$ cat config.mk
export PLATFORM = sky130hd
export DESIGN_NAME = inode_and_block_allocator
export DESIGN_NICKNAME = d
export VERILOG_FILES = /design/src/rtl/core/iba_pkg.sv /design/src/rtl/core/inode_and_block_allocator.sv
export VERILOG_INCLUDE_DIRS = /design/src /design/src/rtl/core
export SDC_FILE = /design/constraint.sdc
export NUM_CORES = 1
export LEC_CHECK = 0
export BUFFER_PORTS_ARGS = -buffer_cell sky130_fd_sc_hd__buf_2
export CAP_MARGIN = 20
export CORE_MARGIN = 2
export CORE_UTILIZATION = 48
export DETAILED_ROUTE_END_ITERATION = 8
export SKIP_LAST_GASP = 1
export SYNTH_ARGS = -nofsm -noshare
export SYNTH_HDL_FRONTEND = slang
export SYNTH_SLANG_ARGS = --single-unit
$ cat constraint.sdc
create_clock -name clk_i -period 11.99 [get_ports clk_i]
set_input_delay 0.5995 -clock clk_i [delete_from_list [all_inputs] [get_ports clk_i]]
set_output_delay 0.5995 -clock clk_i [all_outputs]
set_load 0.02 [all_outputs]
$ cat src/rtl/core/assert_macros.svh
// assertion helpers for the rtl
`ifndef ASSERT_MACROS_SVH
`define ASSERT_MACROS_SVH

// property checked on every rising clock edge outside reset
`define IBA_ASSERT(lbl, prop, msg) \
  lbl: assert property (@(posedge clk_i) disable iff (!rst_ni) prop) \
    else $error(msg);

// consequence checked in the cycle after the trigger
`define IBA_ASSERT_NEXT(lbl, ante, cons, msg) \
  lbl: assert property (@(posedge clk_i) disable iff (!rst_ni) (ante) |=> (cons)) \
    else $error(msg);

`endif

$ cat src/rtl/core/iba_pkg.sv
`default_nettype none

package iba_pkg;

  localparam int FuncW   = 2;
  localparam int FileIdW = 16;
  localparam int StatusW = 3;
  localparam int InoOutW = 4;
  localparam int BlkOutW = 8;
  localparam int NumBlkW = 9;

  localparam logic [NumBlkW-1:0] NumBlkRst = 9'd256;
  localparam int FirstDataBlk  = 2;
  localparam int DefInodeCount = 16;
  localparam int DefBlockCount = 256;

  typedef enum logic [FuncW-1:0] {
    FN_CREATE = 2'd0,
    FN_DELETE = 2'd1,
    FN_LOOKUP = 2'd2
  } func_e;

  typedef enum logic [StatusW-1:0] {
    ST_OK        = 3'd0,
    ST_EXISTS    = 3'd1,
    ST_NOT_FOUND = 3'd2,
    ST_NO_INODE  = 3'd3,
    ST_NO_BLOCK  = 3'd4
  } status_e;

endpackage

`default_nettype wire

$ cat src/rtl/core/inode_and_block_allocator.sv
`default_nettype none
// channel    | handshake          | payload
// request    | start, busy        | func_i, file_id_i
// result     | done_o (strobe)    | status_o, inode_index_o, block_index_o
// config     | cfg_we_i           | cfg_wdata_i (num_blocks)
//
// after reset the block map is cleared, one entry a cycle, with busy high.
// every request scans the inode table, one entry a cycle through its single read port:
// the strobe ends delete, lookup and a failed create once the last entry has been checked.
// a create that reaches the block map goes on to read the block flags from block 2 up to
// block min(num_blocks, BLOCK_COUNT) - 1 and takes the first free one. busy stays high
// until the strobe; the result is valid only with the strobe, which is high for one cycle.
module inode_and_block_allocator #(
  parameter int INODE_COUNT = iba_pkg::DefInodeCount,
  parameter int BLOCK_COUNT = iba_pkg::DefBlockCount
) (
  input  logic                         clk_i,
  input  logic                         rst_ni,
  input  logic                         start,
  output logic                         busy,
  input  logic [iba_pkg::FuncW-1:0]    func_i,
  input  logic [iba_pkg::FileIdW-1:0]  file_id_i,
  input  logic                         cfg_we_i,
  input  logic [iba_pkg::NumBlkW-1:0]  cfg_wdata_i,
  output logic                         done_o,
  output logic [iba_pkg::StatusW-1:0]  status_o,
  output logic [iba_pkg::InoOutW-1:0]  inode_index_o,
  output logic [iba_pkg::BlkOutW-1:0]  block_index_o
);
  import iba_pkg::*;

  localparam int InoW    = (INODE_COUNT > 1) ? $clog2(INODE_COUNT) : 1;
  localparam int InoCntW = $clog2(INODE_COUNT + 1);
  localparam int BlkW    = $clog2(BLOCK_COUNT);
  localparam int BlkCntW = $clog2(BLOCK_COUNT + 1);
  localparam int CmpW    = (BlkCntW > NumBlkW) ? BlkCntW : NumBlkW;

  localparam logic [1:0] S_CLR  = 2'd0;
  localparam logic [1:0] S_IDLE = 2'd1;
  localparam logic [1:0] S_INO  = 2'd2;
  localparam logic [1:0] S_BLK  = 2'd3;

  logic [1:0]             state_q, state_d;
  logic [NumBlkW-1:0]     num_blocks_q, num_blocks_d;
  logic [FuncW-1:0]       func_q, func_d;
  logic [FileIdW-1:0]     id_q, id_d;
  logic [InoCntW-1:0]     ia_q, ia_d;
  logic                   ichk_v_q, ichk_v_d;
  logic [InoW-1:0]        ichk_idx_q, ichk_idx_d;
  logic                   match_q, match_d;
  logic [InoW-1:0]        match_idx_q, match_idx_d;
  logic [BlkW-1:0]        match_blk_q, match_blk_d;
  logic                   free_q, free_d;
  logic [InoW-1:0]        free_idx_q, free_idx_d;
  logic [BlkCntW-1:0]     ba_q, ba_d;
  logic                   bchk_v_q, bchk_v_d;
  logic [BlkW-1:0]        bchk_idx_q, bchk_idx_d;
  logic [INODE_COUNT-1:0] in_use_q, in_use_d;
  logic                   done_q, done_d;
  status_e                status_q, status_d;
  logic [InoOutW-1:0]     ino_q, ino_d;
  logic [BlkOutW-1:0]     blk_q, blk_d;

  logic [FileIdW-1:0] ino_id_mem [INODE_COUNT];
  logic [BlkW-1:0]    ino_blk_mem [INODE_COUNT];
  logic               blk_mem [BLOCK_COUNT];
  logic [FileIdW-1:0] ino_id_rd_q;
  logic [BlkW-1:0]    ino_blk_rd_q;
  logic               blk_rd_q;

  logic               ino_we;
  logic               blk_we;
  logic [BlkW-1:0]    blk_waddr;
  logic               blk_wdata;

  logic [CmpW-1:0]    nb_ext;
  logic [CmpW-1:0]    bound;
  logic               blk_more;
  logic               res_idx_zero;

  assign nb_ext   = CmpW'(num_blocks_q);
  assign bound    = (nb_ext > CmpW'(BLOCK_COUNT)) ? CmpW'(BLOCK_COUNT) : nb_ext;
  assign blk_more = CmpW'(ba_q) < bound;

  always_ff @(posedge clk_i) begin
    if (ino_we) begin
      ino_id_mem[free_idx_q]  <= id_q;
      ino_blk_mem[free_idx_q] <= bchk_idx_q;
    end
    ino_id_rd_q  <= ino_id_mem[ia_q[InoW-1:0]];
    ino_blk_rd_q <= ino_blk_mem[ia_q[InoW-1:0]];
  end

  always_ff @(posedge clk_i) begin
    if (blk_we) begin
      blk_mem[blk_waddr] <= blk_wdata;
    end
    blk_rd_q <= blk_mem[ba_q[BlkW-1:0]];
  end

  always_comb begin
    state_d      = state_q;
    num_blocks_d = num_blocks_q;
    func_d       = func_q;
    id_d         = id_q;
    ia_d         = ia_q;
    ichk_v_d     = ichk_v_q;
    ichk_idx_d   = ichk_idx_q;
    match_d      = match_q;
    match_idx_d  = match_idx_q;
    match_blk_d  = match_blk_q;
    free_d       = free_q;
    free_idx_d   = free_idx_q;
    ba_d         = ba_q;
    bchk_v_d     = bchk_v_q;
    bchk_idx_d   = bchk_idx_q;
    in_use_d     = in_use_q;
    done_d       = 1'b0;
    status_d     = status_q;
    ino_d        = ino_q;
    blk_d        = blk_q;
    ino_we       = 1'b0;
    blk_we       = 1'b0;
    blk_waddr    = ba_q[BlkW-1:0];
    blk_wdata    = 1'b0;

    if (cfg_we_i) begin
      num_blocks_d = cfg_wdata_i;
    end

    unique case (state_q)
      S_CLR: begin
        // blocks below the first data block start out reserved
        blk_we    = 1'b1;
        blk_wdata = ba_q < BlkCntW'(FirstDataBlk);
        ba_d      = ba_q + BlkCntW'(1);
        if (ba_q == BlkCntW'(BLOCK_COUNT - 1)) begin
          state_d = S_IDLE;
        end
      end
      S_IDLE: begin
        if (start) begin
          func_d   = func_i;
          id_d     = file_id_i;
          ia_d     = '0;
          ichk_v_d = 1'b0;
          match_d  = 1'b0;
          free_d   = 1'b0;
          state_d  = S_INO;
        end
      end
      S_INO: begin
        if (ia_q != InoCntW'(INODE_COUNT)) begin
          ichk_v_d   = 1'b1;
          ichk_idx_d = ia_q[InoW-1:0];
          ia_d       = ia_q + InoCntW'(1);
        end else begin
          ichk_v_d = 1'b0;
        end
        if (ichk_v_q) begin
          if (in_use_q[ichk_idx_q]) begin
            if (!match_q && ino_id_rd_q == id_q) begin
              match_d     = 1'b1;
              match_idx_d = ichk_idx_q;
              match_blk_d = ino_blk_rd_q;
            end
          end else if (!free_q) begin
            free_d     = 1'b1;
            free_idx_d = ichk_idx_q;
          end
        end
        if (ia_q == InoCntW'(INODE_COUNT) && !ichk_v_q) begin
          state_d  = S_IDLE;
          done_d   = 1'b1;
          status_d = ST_NOT_FOUND;
          ino_d    = '0;
          blk_d    = '0;
          unique case (func_q)
            FN_CREATE: begin
              if (match_q) begin
                status_d = ST_EXISTS;
              end else if (!free_q) begin
                status_d = ST_NO_INODE;
              end else begin
                state_d  = S_BLK;
                done_d   = 1'b0;
                ba_d     = BlkCntW'(FirstDataBlk);
                bchk_v_d = 1'b0;
              end
            end
            FN_DELETE: begin
              if (match_q) begin
                status_d              = ST_OK;
                ino_d                 = InoOutW'(match_idx_q);
                blk_d                 = BlkOutW'(match_blk_q);
                in_use_d[match_idx_q] = 1'b0;
                blk_we                = 1'b1;
                blk_waddr             = match_blk_q;
                blk_wdata             = 1'b0;
              end
            end
            FN_LOOKUP: begin
              if (match_q) begin
                status_d = ST_OK;
                ino_d    = InoOutW'(match_idx_q);
                blk_d    = BlkOutW'(match_blk_q);
              end
            end
            default: ;
          endcase
        end
      end
      S_BLK: begin
        if (blk_more) begin
          bchk_v_d   = 1'b1;
          bchk_idx_d = ba_q[BlkW-1:0];
          ba_d       = ba_q + BlkCntW'(1);
        end else begin
          bchk_v_d = 1'b0;
        end
        if (bchk_v_q && !blk_rd_q) begin
          ino_we               = 1'b1;
          in_use_d[free_idx_q] = 1'b1;
          blk_we               = 1'b1;
          blk_waddr            = bchk_idx_q;
          blk_wdata            = 1'b1;
          status_d             = ST_OK;
          ino_d                = InoOutW'(free_idx_q);
          blk_d                = BlkOutW'(bchk_idx_q);
          done_d               = 1'b1;
          bchk_v_d             = 1'b0;
          state_d              = S_IDLE;
        end else if (!bchk_v_q && !blk_more) begin
          status_d = ST_NO_BLOCK;
          ino_d    = '0;
          blk_d    = '0;
          done_d   = 1'b1;
          state_d  = S_IDLE;
        end
      end
    endcase
  end

  always_ff @(posedge clk_i or negedge rst_ni) begin
    if (!rst_ni) begin
      state_q      <= S_CLR;
      num_blocks_q <= NumBlkRst;
      ia_q         <= '0;
      ichk_v_q     <= 1'b0;
      match_q      <= 1'b0;
      free_q       <= 1'b0;
      ba_q         <= '0;
      bchk_v_q     <= 1'b0;
      in_use_q     <= '0;
      done_q       <= 1'b0;
    end else begin
      state_q      <= state_d;
      num_blocks_q <= num_blocks_d;
      ia_q         <= ia_d;
      ichk_v_q     <= ichk_v_d;
      match_q      <= match_d;
      free_q       <= free_d;
      ba_q         <= ba_d;
      bchk_v_q     <= bchk_v_d;
      in_use_q     <= in_use_d;
      done_q       <= done_d;
    end
  end

  always_ff @(posedge clk_i) begin
    func_q      <= func_d;
    id_q        <= id_d;
    ichk_idx_q  <= ichk_idx_d;
    match_idx_q <= match_idx_d;
    match_blk_q <= match_blk_d;
    free_idx_q  <= free_idx_d;
    bchk_idx_q  <= bchk_idx_d;
    status_q    <= status_d;
    ino_q       <= ino_d;
    blk_q       <= blk_d;
  end

  assign busy          = state_q != S_IDLE;
  assign done_o        = done_q;
  assign status_o      = status_q;
  assign inode_index_o = ino_q;
  assign block_index_o = blk_q;

  assign res_idx_zero = inode_index_o == '0 && block_index_o == '0;

  `include "assert_macros.svh"

  `IBA_ASSERT_NEXT(a_accept_busy, start && !busy, busy, "busy low after a request transfer")
  `IBA_ASSERT(a_fail_zero, done_o && status_o != ST_OK |-> res_idx_zero, "nonzero index on failure")
  `IBA_ASSERT(a_blk_scan_free, state_q == S_BLK |-> free_q && !match_q, "block scan, no free inode")
  `IBA_ASSERT(a_done_after_busy, done_o |-> $past(busy), "strobe without request in flight")

endmodule

`default_nettype wire
==> results of run 1 <==
==> through the flow <==
stage | cell area, sq um | power (mW) | utilization [%] | instances
6_report | 35100 | 7.14 | 54.4 | 2765
4_1_cts | 35100 | 7.21 | 54.3 | 2763
2_1_floorplan | 31400 | 4.37 | - | 1799
3_5_place_dp | 32600 | 4.81 | 50.4 | 2618
3_3_place_gp | 32600 | 4.80 | 50.4 | 2618
5_1_grt | 35100 | 7.45 | 54.4 | 2765
==> area by class of cell <==
class | count | area, sq um
inverters | 18 | 67.6
clock inverters | 33 | 298
multi-input cells | 899 | 8260
clock buffers | 112 | 2210
fillers | 5084 | 29500
flip-flops and latches | 772 | 22700
repair buffers | 76 | 490
well taps | 855 | 1070
==> power breakdown <==
group	total, mW	internal [mW]	switching [mW]
clock network	2.39	1.40	0.995
registers	3.28	3.09	0.181
logic	1.48	0.616	0.860
==> Yosys cell counts (16+ instances only) <==
master | number | area (sq um)
sky130_fd_sc_hd__a22o_1 | 17 | 149
sky130_fd_sc_hd__mux4_2 | 190 | 4280
sky130_fd_sc_hd__ha_1 | 19 | 238
sky130_fd_sc_hd__nand3_1 | 29 | 145
sky130_fd_sc_hd__inv_1 | 16 | 60.1
sky130_fd_sc_hd__dfrtp_1 | 45 | 1130
sky130_fd_sc_hd__dfxtp_1 | 25 | 500
sky130_fd_sc_hd__nor3_1 | 21 | 105
sky130_fd_sc_hd__nor2_1 | 295 | 1110
sky130_fd_sc_hd__o21ai_0 | 25 | 125
sky130_fd_sc_hd__buf_2 | 35 | 175
sky130_fd_sc_hd__nand2_1 | 66 | 248
sky130_fd_sc_hd__edfxtp_1 | 701 | 21100
sky130_fd_sc_hd__a21oi_1 | 37 | 185
sky130_fd_sc_hd__xor2_1 | 16 | 140
sky130_fd_sc_hd__clkbuf_1 | 57 | 214
==> critical path, cell delays in order, from the launching register on <==
cell and delay [ns]:
sky130_fd_sc_hd__dfrtp_4 0.67, sky130_fd_sc_hd__inv_1 0.18, sky130_fd_sc_hd__ha_1 0.18, sky130_fd_sc_hd__and4bb_1 0.39, sky130_fd_sc_hd__nand4_2 0.22, sky130_fd_sc_hd__a21o_1 0.36, sky130_fd_sc_hd__a21oi_1 0.30, sky130_fd_sc_hd__nor2b_1 0.53
sky130_fd_sc_hd__nand3_1 0.83, sky130_fd_sc_hd__nor2_1 0.36
==> per-layer routing <==
metal,vias to the layer above,routed length [um],global-route usage (%),share of wire [%]
li1,7148,-,-,-
met1,8813,30400,31.1,43
met2,629,34200,34.4,48
met3,107,5130,3.81,7.2
met4,0,1640,6.39,2.3
met5,-,0,0,0
==> final timing paths <==
kind | start | end | slack [ns]
setup / recovery | ia_q[0] | blk_mem[27] | 7.64
hold / removal | rst_ni | ia_q[1] | 0.09
setup reg to reg | ia_q[0] | blk_mem[27] | 7.64
hold reg to reg | ino_blk_rd_q[2] | match_blk_q[2] | 0.42
max in group asynchronous | rst_ni | ba_q[0] | 11.35
min in group clk_i | file_id_i[6] | id_q[6] | 0.16
==> state kept, by name (all words and copies together) (netlist names), 3 cells and up <==
signal,count
inode_index_o,4
id_q,16
in_use_q,16
ino_id_rd_q,16
bchk_idx_q,8
free_idx_q,4
blk_mem,256
ichk_idx_q,4
ino_blk_rd_q,8
ino_id_mem,256
ba_q,9
match_idx_q,4
status_o,3
match_blk_q,8
block_index_o,8
ia_q,5
ino_blk_mem,128
nb_ext,9
==> logic make-up after synthesis <==
kind of cell	share of synthesized area, %
AOI/OAI and AO/OA	3.04
and+or+nand+nor	7.23
muxes	14.5
adders and majority gates	0.757
buffers and inverters	1.72
DFF	72.3
xor gates and xnor gates	0.446
==> flow_summary.html, run 1 <==
<table>
<tr><th>Metric</th><th>Value</th></tr>
<tr><th colspan="2">Yosys</th></tr>
<tr><td>Synthesized Nets</td><td>1849</td></tr>
<tr><td>Mean cell area of the mapped netlist</td><td>17.5 sq um</td></tr>
<tr><td>Commonest register cell after synthesis</td><td>sky130_fd_sc_hd__edfxtp_1</td></tr>
<tr><td>Synthesized area</td><td>31400 sq um</td></tr>
<tr><td>EDFF count, synth</td><td>701</td></tr>
<tr><td>Sequential fraction of the synthesis area</td><td>72.3%</td></tr>
<tr><td>Number of different library cells in the post-synthesis netlist</td><td>69</td></tr>
<tr><td>Number of standard cells after synthesis</td><td>1799</td></tr>
<tr><td>Share of synthesized registers carrying an async set or reset</td><td>5.96%</td></tr>
<tr><td>Number of storage elements in the synthesis netlist</td><td>772</td></tr>
<tr><td>Number of warnings reported in the yosys synthesis log</td><td>0</td></tr>
<tr><th colspan="2">CTS</th></tr>
<tr><td>Clk pin slew, worst setup/hold paths</td><td>0.06 ns</td></tr>
<tr><td>Post-cts sizing count</td><td>0</td></tr>
<tr><td>Count of H-tree levels built during CTS</td><td>3</td></tr>
<tr><td>Maximum count of clock buffers along a single path</td><td>3</td></tr>
<tr><td>Cts bufs inserted</td><td>80</td></tr>
<tr><td>Latest clock arrival within the worst-skew pair</td><td>0.62 ns</td></tr>
<tr><td>Cell chosen for the clock root</td><td>sky130_fd_sc_hd__clkbuf_16</td></tr>
<tr><td>TritonCTS clock tree</td><td>built</td></tr>
<tr><td>Number of buffers inserted by hold repair at cts</td><td>0</td></tr>
<tr><td>Post-CTS repair timing setup buffer count</td><td>0</td></tr>
<tr><td>Number of sinks handled by clock tree synthesis</td><td>772</td></tr>
<tr><th colspan="2">Finish</th></tr>
<tr><td>Most common library cell in the layout ignoring fill and taps</td><td>sky130_fd_sc_hd__edfxtp_1</td></tr>
<tr><td>Synth-to-Final Area Change</td><td>11.8%</td></tr>
<tr><td>Most used cells in the layout excluding fill and tap cells</td><td>701 x sky130_fd_sc_hd__edfxtp_1, 287 x sky130_fd_sc_hd__nor2_1, 190 x sky130_fd_sc_hd__mux4_2</td></tr>
<tr><td>Ant diodes</td><td>0</td></tr>
<tr><td>Number of nets in the layout</td><td>1897</td></tr>
<tr><td>Fraction of final layout cells with drive strength greater than 1</td><td>23.1%</td></tr>
<tr><th colspan="2">Placed design</th></tr>
<tr><td>Post-placement worst setup slack</td><td>7.69 ns</td></tr>
<tr><td>Post-DP HPWL</td><td>40.0 mm</td></tr>
<tr><td>RePlAce Congestion</td><td>0.908</td></tr>
<tr><td>Number of buffers inserted by port buffering</td><td>47</td></tr>
<tr><th colspan="2">Detailed routing</th></tr>
<tr><td>Per-cell routed wire length</td><td>25.8 um</td></tr>
<tr><td>Drt pass-1 iters</td><td>5</td></tr>
<tr><td>Routed Wire Length</td><td>71.3 mm</td></tr>
<tr><td>Antenna Violating Nets Remaining</td><td>0</td></tr>
<tr><td>Residual DRC</td><td>0</td></tr>
<tr><td>Detail-routed via count per cell</td><td>6.04</td></tr>
<tr><td>Vias post-DR</td><td>16.7k</td></tr>
<tr><td>Count of routing violations after the opening detailed-route iteration</td><td>1909</td></tr>
<tr><th colspan="2">Die</th></tr>
<tr><td>Top-level port count</td><td>48</td></tr>
<tr><td>Core region area</td><td>64600 sq um</td></tr>
<tr><td>Die X</td><td>260 um</td></tr>
<tr><td>Floorplan die height</td><td>260 um</td></tr>
<tr><td>Cell row count</td><td>93</td></tr>
<tr><td>Initial Util</td><td>48.6%</td></tr>
<tr><td>Total Die Area</td><td>67500 sq um</td></tr>
<tr><th colspan="2">Global routing</th></tr>
<tr><td>Antenna violations before repair</td><td>1</td></tr>
<tr><td>Remaining Overflow, GRT</td><td>0</td></tr>
<tr><td>Largest net degree at the start of global routing</td><td>257</td></tr>
<tr><td>Global-route wire length before repair</td><td>108 mm</td></tr>
<tr><td>Overall track demand over capacity in global routing</td><td>21.7%</td></tr>
<tr><td>Via count of the first global-routing pass</td><td>17.1k</td></tr>
<tr><th colspan="2">Timing</th></tr>
<tr><td>Slew headroom</td><td>22.7%</td></tr>
<tr><td>Number of setup violations in the final report</td><td>0</td></tr>
<tr><td>Portion of the clock cycle consumed by the worst path in the final layout</td><td>36.3%</td></tr>
<tr><td>Worst Tran Pin Value</td><td>1.16 ns</td></tr>
<tr><td>Fin. max-slew vios</td><td>0</td></tr>
<tr><td>Hold Worst Slack</td><td>0.0895 ns</td></tr>
<tr><td>Setup TNS after final layout</td><td>0 ns</td></tr>
<tr><td>Number of hold-slack violations in the final timing report</td><td>0</td></tr>
<tr><td>Setup repair after global routing missed its margin</td><td>no</td></tr>
<tr><td>Peak clock frequency supported by timing</td><td>230 MHz</td></tr>
<tr><td>Clock skew</td><td>0.0255 ns</td></tr>
<tr><td>Minimum setup slack in the final design</td><td>7.64 ns</td></tr>
<tr><td>Shortest clock period the worst path allows after layout</td><td>4.35 ns</td></tr>
<tr><th colspan="2">Power</th></tr>
<tr><td>Worst VDD drop</td><td>0.101 mV</td></tr>
<tr><td>Leakage</td><td>11.0 nW</td></tr>
<tr><td>PwrDens</td><td>203 nW/um^2</td></tr>
<tr><th colspan="2">Setup path</th></tr>
<tr><td>Crit end category</td><td>flip-flop</td></tr>
<tr><td>Critical path data required time</td><td>12.29 ns</td></tr>
<tr><td>Largest driver fanout on the critical path</td><td>23</td></tr>
<tr><td>Data arrival at the endpoint of the critical path</td><td>4.65 ns</td></tr>
<tr><td>Cells on worst reg2reg path</td><td>9</td></tr>
<tr><td>Startpoint-to-endpoint class of the critical path</td><td>reg2reg</td></tr>
<tr><td>Sort of element at the start of the critical path</td><td>flip-flop</td></tr>
<tr><th colspan="2">Flow run</th></tr>
<tr><td>Max cap viols</td><td>0</td></tr>
<tr><th colspan="2">Run status</th></tr>
<tr><td>Result of the run</td><td>finished clean</td></tr>
<tr><th colspan="2">Hold path</th></tr>
<tr><td>HP Class</td><td>in2async</td></tr>
</table>
Power figures use the tool's default switching activity.
==> run 2: changes to the inputs <==
ABC_AREA = 1   (was unset)
clock period = 4.1 ns   (was 11.99 ns; I/O delays follow)
==> run 2 against run 1 <==
  * Hold slack gained 0.093 ns
  * Via count grew 35%
  * Largest power group unchanged
  * Critical endpoint is now blk_mem[30]
  * Highest routed layer unchanged
  * Global-route usage grew 2.1 points
  * Cell count grew 47%
  * Utilization grew 0.58 points
  * Maximum frequency grew 33%
  * The flow now finishes with violations (DRC)
==> flow_summary.html, run 2 <==
<table>
<tr><th>Metric</th><th>Value</th></tr>
<tr><th colspan="2">Finish</th></tr>
<tr><td>Synth-to-Final Area Change</td><td>13.4%</td></tr>
<tr><td>Largest registers</td><td>blk_mem: 256 flops, ino_id_mem: 256 flops, ino_blk_mem: 128 flops</td></tr>
<tr><td>Most common library cell in the layout ignoring fill and taps</td><td>sky130_fd_sc_hd__edfxtp_1</td></tr>
<tr><td>Count of filler cells inserted in the layout</td><td>5840 (+15%)</td></tr>
<tr><td>Most used cells in the layout excluding fill and tap cells</td><td>701 x sky130_fd_sc_hd__edfxtp_1, 580 x sky130_fd_sc_hd__nor2_1, 541 x sky130_fd_sc_hd__nand2_1</td></tr>
<tr><td>Number of nets in the layout</td><td>3156 (+66%)</td></tr>
<tr><td>Fraction of final layout cells with drive strength greater than 1</td><td>10.6% (-13 points)</td></tr>
<tr><th colspan="2">CTS</th></tr>
<tr><td>Latest clock arrival within the worst-skew pair</td><td>0.65 ns (+0.03 ns)</td></tr>
<tr><td>Number of sinks handled by clock tree synthesis</td><td>772 (unchanged)</td></tr>
<tr><td>Maximum count of clock buffers along a single path</td><td>3 (unchanged)</td></tr>
<tr><td>Cell chosen for the clock root</td><td>sky130_fd_sc_hd__clkbuf_16</td></tr>
<tr><td>Count of H-tree levels built during CTS</td><td>3 (unchanged)</td></tr>
<tr><td>Cts bufs inserted</td><td>83 (+3.8%)</td></tr>
<tr><td>TritonCTS clock tree</td><td>built</td></tr>
<tr><td>Clk pin slew, worst setup/hold paths</td><td>0.06 ns (about the same)</td></tr>
<tr><th colspan="2">Power</th></tr>
<tr><td>Leakage</td><td>13.7 nW (+25%)</td></tr>
<tr><td>Worst VDD drop</td><td>0.382 mV (+280%)</td></tr>
<tr><td>PwrDens</td><td>596 nW/um^2 (+190%)</td></tr>
<tr><th colspan="2">Global routing</th></tr>
<tr><td>Via count of the first global-routing pass</td><td>22.1k (+29%)</td></tr>
<tr><td>Remaining Overflow, GRT</td><td>0 (unchanged)</td></tr>
<tr><td>Largest net degree at the start of global routing</td><td>139 (-46%)</td></tr>
<tr><td>Global-route wire length before repair</td><td>129 mm (+19%)</td></tr>
<tr><td>Antenna violations before repair</td><td>0 (-1)</td></tr>
<tr><td>Overall track demand over capacity in global routing</td><td>23.9% (+2.1 points)</td></tr>
<tr><th colspan="2">Placed design</th></tr>
<tr><td>Number of buffers inserted by port buffering</td><td>47 (unchanged)</td></tr>
<tr><td>RePlAce Congestion</td><td>0.846 (-6.8%)</td></tr>
<tr><td>Post-DP HPWL</td><td>47.4 mm (+18%)</td></tr>
<tr><th colspan="2">Yosys</th></tr>
<tr><td>Cells taking the most area after synthesis</td><td>sky130_fd_sc_hd__edfxtp_1 63%, sky130_fd_sc_hd__nor2_1 6.7%, sky130_fd_sc_hd__nand2_1 6.1%, sky130_fd_sc_hd__o21ai_0 4.2%, sky130_fd_sc_hd__dfrtp_1 3.4%</td></tr>
<tr><td>Synthesized area</td><td>33200 sq um (+5.6%)</td></tr>
<tr><td>Number of warnings reported in the yosys synthesis log</td><td>0 (unchanged)</td></tr>
<tr><td>Share of synthesized registers carrying an async set or reset</td><td>5.96% (unchanged)</td></tr>
<tr><td>Number of storage elements in the synthesis netlist</td><td>772 (unchanged)</td></tr>
<tr><td>EDFF count, synth</td><td>701 (unchanged)</td></tr>
<tr><td>Yosys top cell area share</td><td>63.5% (-3.6 points)</td></tr>
<tr><td>Top cells by instance count after synthesis</td><td>701 x sky130_fd_sc_hd__edfxtp_1, 595 x sky130_fd_sc_hd__nor2_1, 541 x sky130_fd_sc_hd__nand2_1, 280 x sky130_fd_sc_hd__o21ai_0, 204 x sky130_fd_sc_hd__inv_1</td></tr>
<tr><td>Number of standard cells after synthesis</td><td>3045 (+69%)</td></tr>
<tr><td>Number of different library cells in the post-synthesis netlist</td><td>58 (-16%)</td></tr>
<tr><td>Leading cell type by number of instances after synthesis</td><td>sky130_fd_sc_hd__edfxtp_1</td></tr>
<tr><td>Sequential fraction of the synthesis area</td><td>68.4% (-3.9 points)</td></tr>
<tr><td>Mean cell area of the mapped netlist</td><td>10.9 sq um (-38%)</td></tr>
<tr><td>Synthesized Nets</td><td>3095 (+67%)</td></tr>
<tr><td>Top cell type by total area after synthesis</td><td>sky130_fd_sc_hd__edfxtp_1</td></tr>
<tr><td>Commonest register cell after synthesis</td><td>sky130_fd_sc_hd__edfxtp_1</td></tr>
<tr><th colspan="2">Detailed routing</th></tr>
<tr><td>Routed Wire Length</td><td>84.5 mm (+18%)</td></tr>
<tr><td>Vias post-DR</td><td>22.5k (+35%)</td></tr>
<tr><td>Drt pass-1 iters</td><td>9 (+4)</td></tr>
<tr><td>Count of routing violations after the opening detailed-route iteration</td><td>2057 (+7.8%)</td></tr>
<tr><td>Per-cell routed wire length</td><td>20.8 um (-19%)</td></tr>
<tr><td>Detail-routed via count per cell</td><td>5.55 (-8.1%)</td></tr>
<tr><td>Antenna Violating Nets Remaining</td><td>0 (unchanged)</td></tr>
<tr><td>Residual DRC</td><td>10 (+10)</td></tr>
<tr><th colspan="2">Flow run</th></tr>
<tr><td>Max cap viols</td><td>0 (unchanged)</td></tr>
<tr><th colspan="2">Die</th></tr>
<tr><td>Core region area</td><td>68500 sq um (+6.0%)</td></tr>
<tr><td>Cell row count</td><td>96 (+3.2%)</td></tr>
<tr><td>Floorplan die height</td><td>267 um (+2.7%)</td></tr>
<tr><td>Top-level port count</td><td>48 (unchanged)</td></tr>
<tr><td>Initial Util</td><td>48.4% (-0.17 points)</td></tr>
<tr><td>Total Die Area</td><td>71200 sq um (+5.6%)</td></tr>
<tr><td>Die X</td><td>267 um (+2.7%)</td></tr>
<tr><th colspan="2">Setup path</th></tr>
<tr><td>Sort of element at the start of the critical path</td><td>flip-flop</td></tr>
<tr><td>Crit end category</td><td>flip-flop</td></tr>
<tr><td>Cells on worst reg2reg path</td><td>11 (+2)</td></tr>
<tr><td>Startpoint-to-endpoint class of the critical path</td><td>reg2reg</td></tr>
<tr><td>Largest driver fanout on the critical path</td><td>13 (-43%)</td></tr>
<tr><td>Critical path data required time</td><td>4.42 ns (-7.87 ns)</td></tr>
<tr><td>Data arrival at the endpoint of the critical path</td><td>3.59 ns (-1.06 ns)</td></tr>
<tr><th colspan="2">Timing</th></tr>
<tr><td>Worst Tran Pin Value</td><td>1.16 ns (+0.00170 ns)</td></tr>
<tr><td>Peak clock frequency supported by timing</td><td>306 MHz (+33%)</td></tr>
<tr><td>Clock skew</td><td>0.0252 ns (-0.000249 ns)</td></tr>
<tr><td>Setup TNS after final layout</td><td>0 ns (unchanged)</td></tr>
<tr><td>Setup repair after global routing missed its margin</td><td>no</td></tr>
<tr><td>Fin. max-slew vios</td><td>0 (unchanged)</td></tr>
<tr><td>Shortest clock period the worst path allows after layout</td><td>3.27 ns (-1.08 ns)</td></tr>
<tr><td>Number of hold-slack violations in the final timing report</td><td>0 (unchanged)</td></tr>
<tr><td>Number of setup violations in the final report</td><td>0 (unchanged)</td></tr>
<tr><td>Portion of the clock cycle consumed by the worst path in the final layout</td><td>79.7% (+43 points)</td></tr>
<tr><td>Slew headroom</td><td>22.6% (-0.11 points)</td></tr>
<tr><td>Hold Worst Slack</td><td>0.183 ns (+0.0930 ns)</td></tr>
<tr><th colspan="2">Run status</th></tr>
<tr><td>Result of the run</td><td>finished with violations</td></tr>
<tr><td>Violated checks</td><td>DRC</td></tr>
<tr><th colspan="2">Hold path</th></tr>
<tr><td>HP Class</td><td>in2async</td></tr>
</table>
-- run 2: changes by cell type after synthesis, moves of 139 or more --
| cell | previous run | this run |
|---|---|---|
| sky130_fd_sc_hd__nand3_1 | 29 | 168 |
| sky130_fd_sc_hd__o21ai_0 | 25 | 280 |
| sky130_fd_sc_hd__inv_1 | 16 | 204 |
| sky130_fd_sc_hd__mux4_2 | 190 | 0 |
| sky130_fd_sc_hd__nand2_1 | 66 | 541 |
| sky130_fd_sc_hd__nor2_1 | 295 | 595 |
-- run 2: per-stage QoR --
| stage | setup slack, ns | cell area, sq um | util [%] | total power [mW] | instances |
|---|---|---|---|---|---|
| after floorplan | -0.0216 | 33200 | - | 13.4 | 3045 |
| after global placement | 0.967 | 34400 | 50.3 | 15.0 | 3857 |
| after detailed placement | 0.801 | 34400 | 50.3 | 15.1 | 3858 |
| after CTS | 0.796 | 37500 | 54.8 | 22.5 | 4048 |
| after global routing | 0.570 | 37600 | 55.0 | 23.5 | 4051 |
| final | 0.831 | 37600 | 55.0 | 22.4 | 4052 |
-- run 2: kinds of logic (layout without fill, tap and decap cells) --
| kind of cell | after synthesis | after routing | synth area share [%] |
|---|---|---|---|
| other | 0 | 1 | 0 |
| muxes | 6 | 6 | 0.204 |
| adders and majority gates | 19 | 19 | 0.717 |
| AOI/OAI and AO/OA | 453 | 453 | 8.02 |
| DFF | 772 | 772 | 68.4 |
| buffers and inverters | 397 | 521 | 4.79 |
| xor gates and xnor gates | 13 | 13 | 0.343 |
| and+or+nand+nor | 1385 | 1385 | 17.5 |
-- run 2: worst paths after layout --
path,from,endpoint,slack [ns]
worst max-delay path,state_q[0],blk_mem[30],0.83
worst min-delay path,rst_ni,in_use_q[9],0.18
worst max register to register,state_q[0],blk_mem[30],0.83
worst min register to register,ino_blk_rd_q[4],match_blk_q[4],0.41
max in group asynchronous,rst_ni,in_use_q[2],3.16
min in group clk_i,file_id_i[3],id_q[3],0.27
-- run 2: cell type report --
cell class,instances,area (sq um),share of cell area [%]
diodes,1,2.50,0.00665
clock buffers,115,2290,6.08
clock inverters,33,398,1.06
inverters,223,852,2.26
multi-input cells,1876,9010,24.0
flip-flops and latches,772,22700,60.4
well taps,882,1100,2.93
repair buffers,150,1260,3.34
-- run 2: critical path, stage by stage (launching register included) --
cell and delay (ns):
sky130_fd_sc_hd__dfrtp_1 0.45, sky130_fd_sc_hd__inv_1 0.11, sky130_fd_sc_hd__ha_1 0.29, sky130_fd_sc_hd__nor2_1 0.12, sky130_fd_sc_hd__a21oi_1 0.22, sky130_fd_sc_hd__nand2_4 0.12
sky130_fd_sc_hd__nor2_8 0.17, sky130_fd_sc_hd__nor2_1 0.07, sky130_fd_sc_hd__nor2_2 0.25, sky130_fd_sc_hd__and2_1 0.41, sky130_fd_sc_hd__nand3_2 0.46, sky130_fd_sc_hd__nor2_1 0.26
-- run 2: where the power goes --
| group | switching, mW | leakage (nW) | total (mW) | internal [mW] |
|---|---|---|---|---|
| logic | 4.04 | 5.24 | 5.56 | 1.52 |
| registers | 0.327 | 7.16 | 9.46 | 9.14 |
| clock network | 3.09 | 1.30 | 7.39 | 4.30 |
-- run 2: repair_timing --
action,4_1_cts,5_1_grt
setup endpoints to repair,0,0
hold buffers,42,0
resized for setup,0,0
buffers inserted,0,0
endpoints found under the hold margin,73,0
-- run 2: per-layer routing --
layer | track usage, % | part of all wire, % | vias up
met5 | 0 | 0 | -
met4 | 7.76 | 2.7 | 0
met3 | 3.75 | 6.1 | 145
met2 | 41.1 | 50 | 654
met1 | 30.9 | 41 | 11100
li1 | - | - | 10600
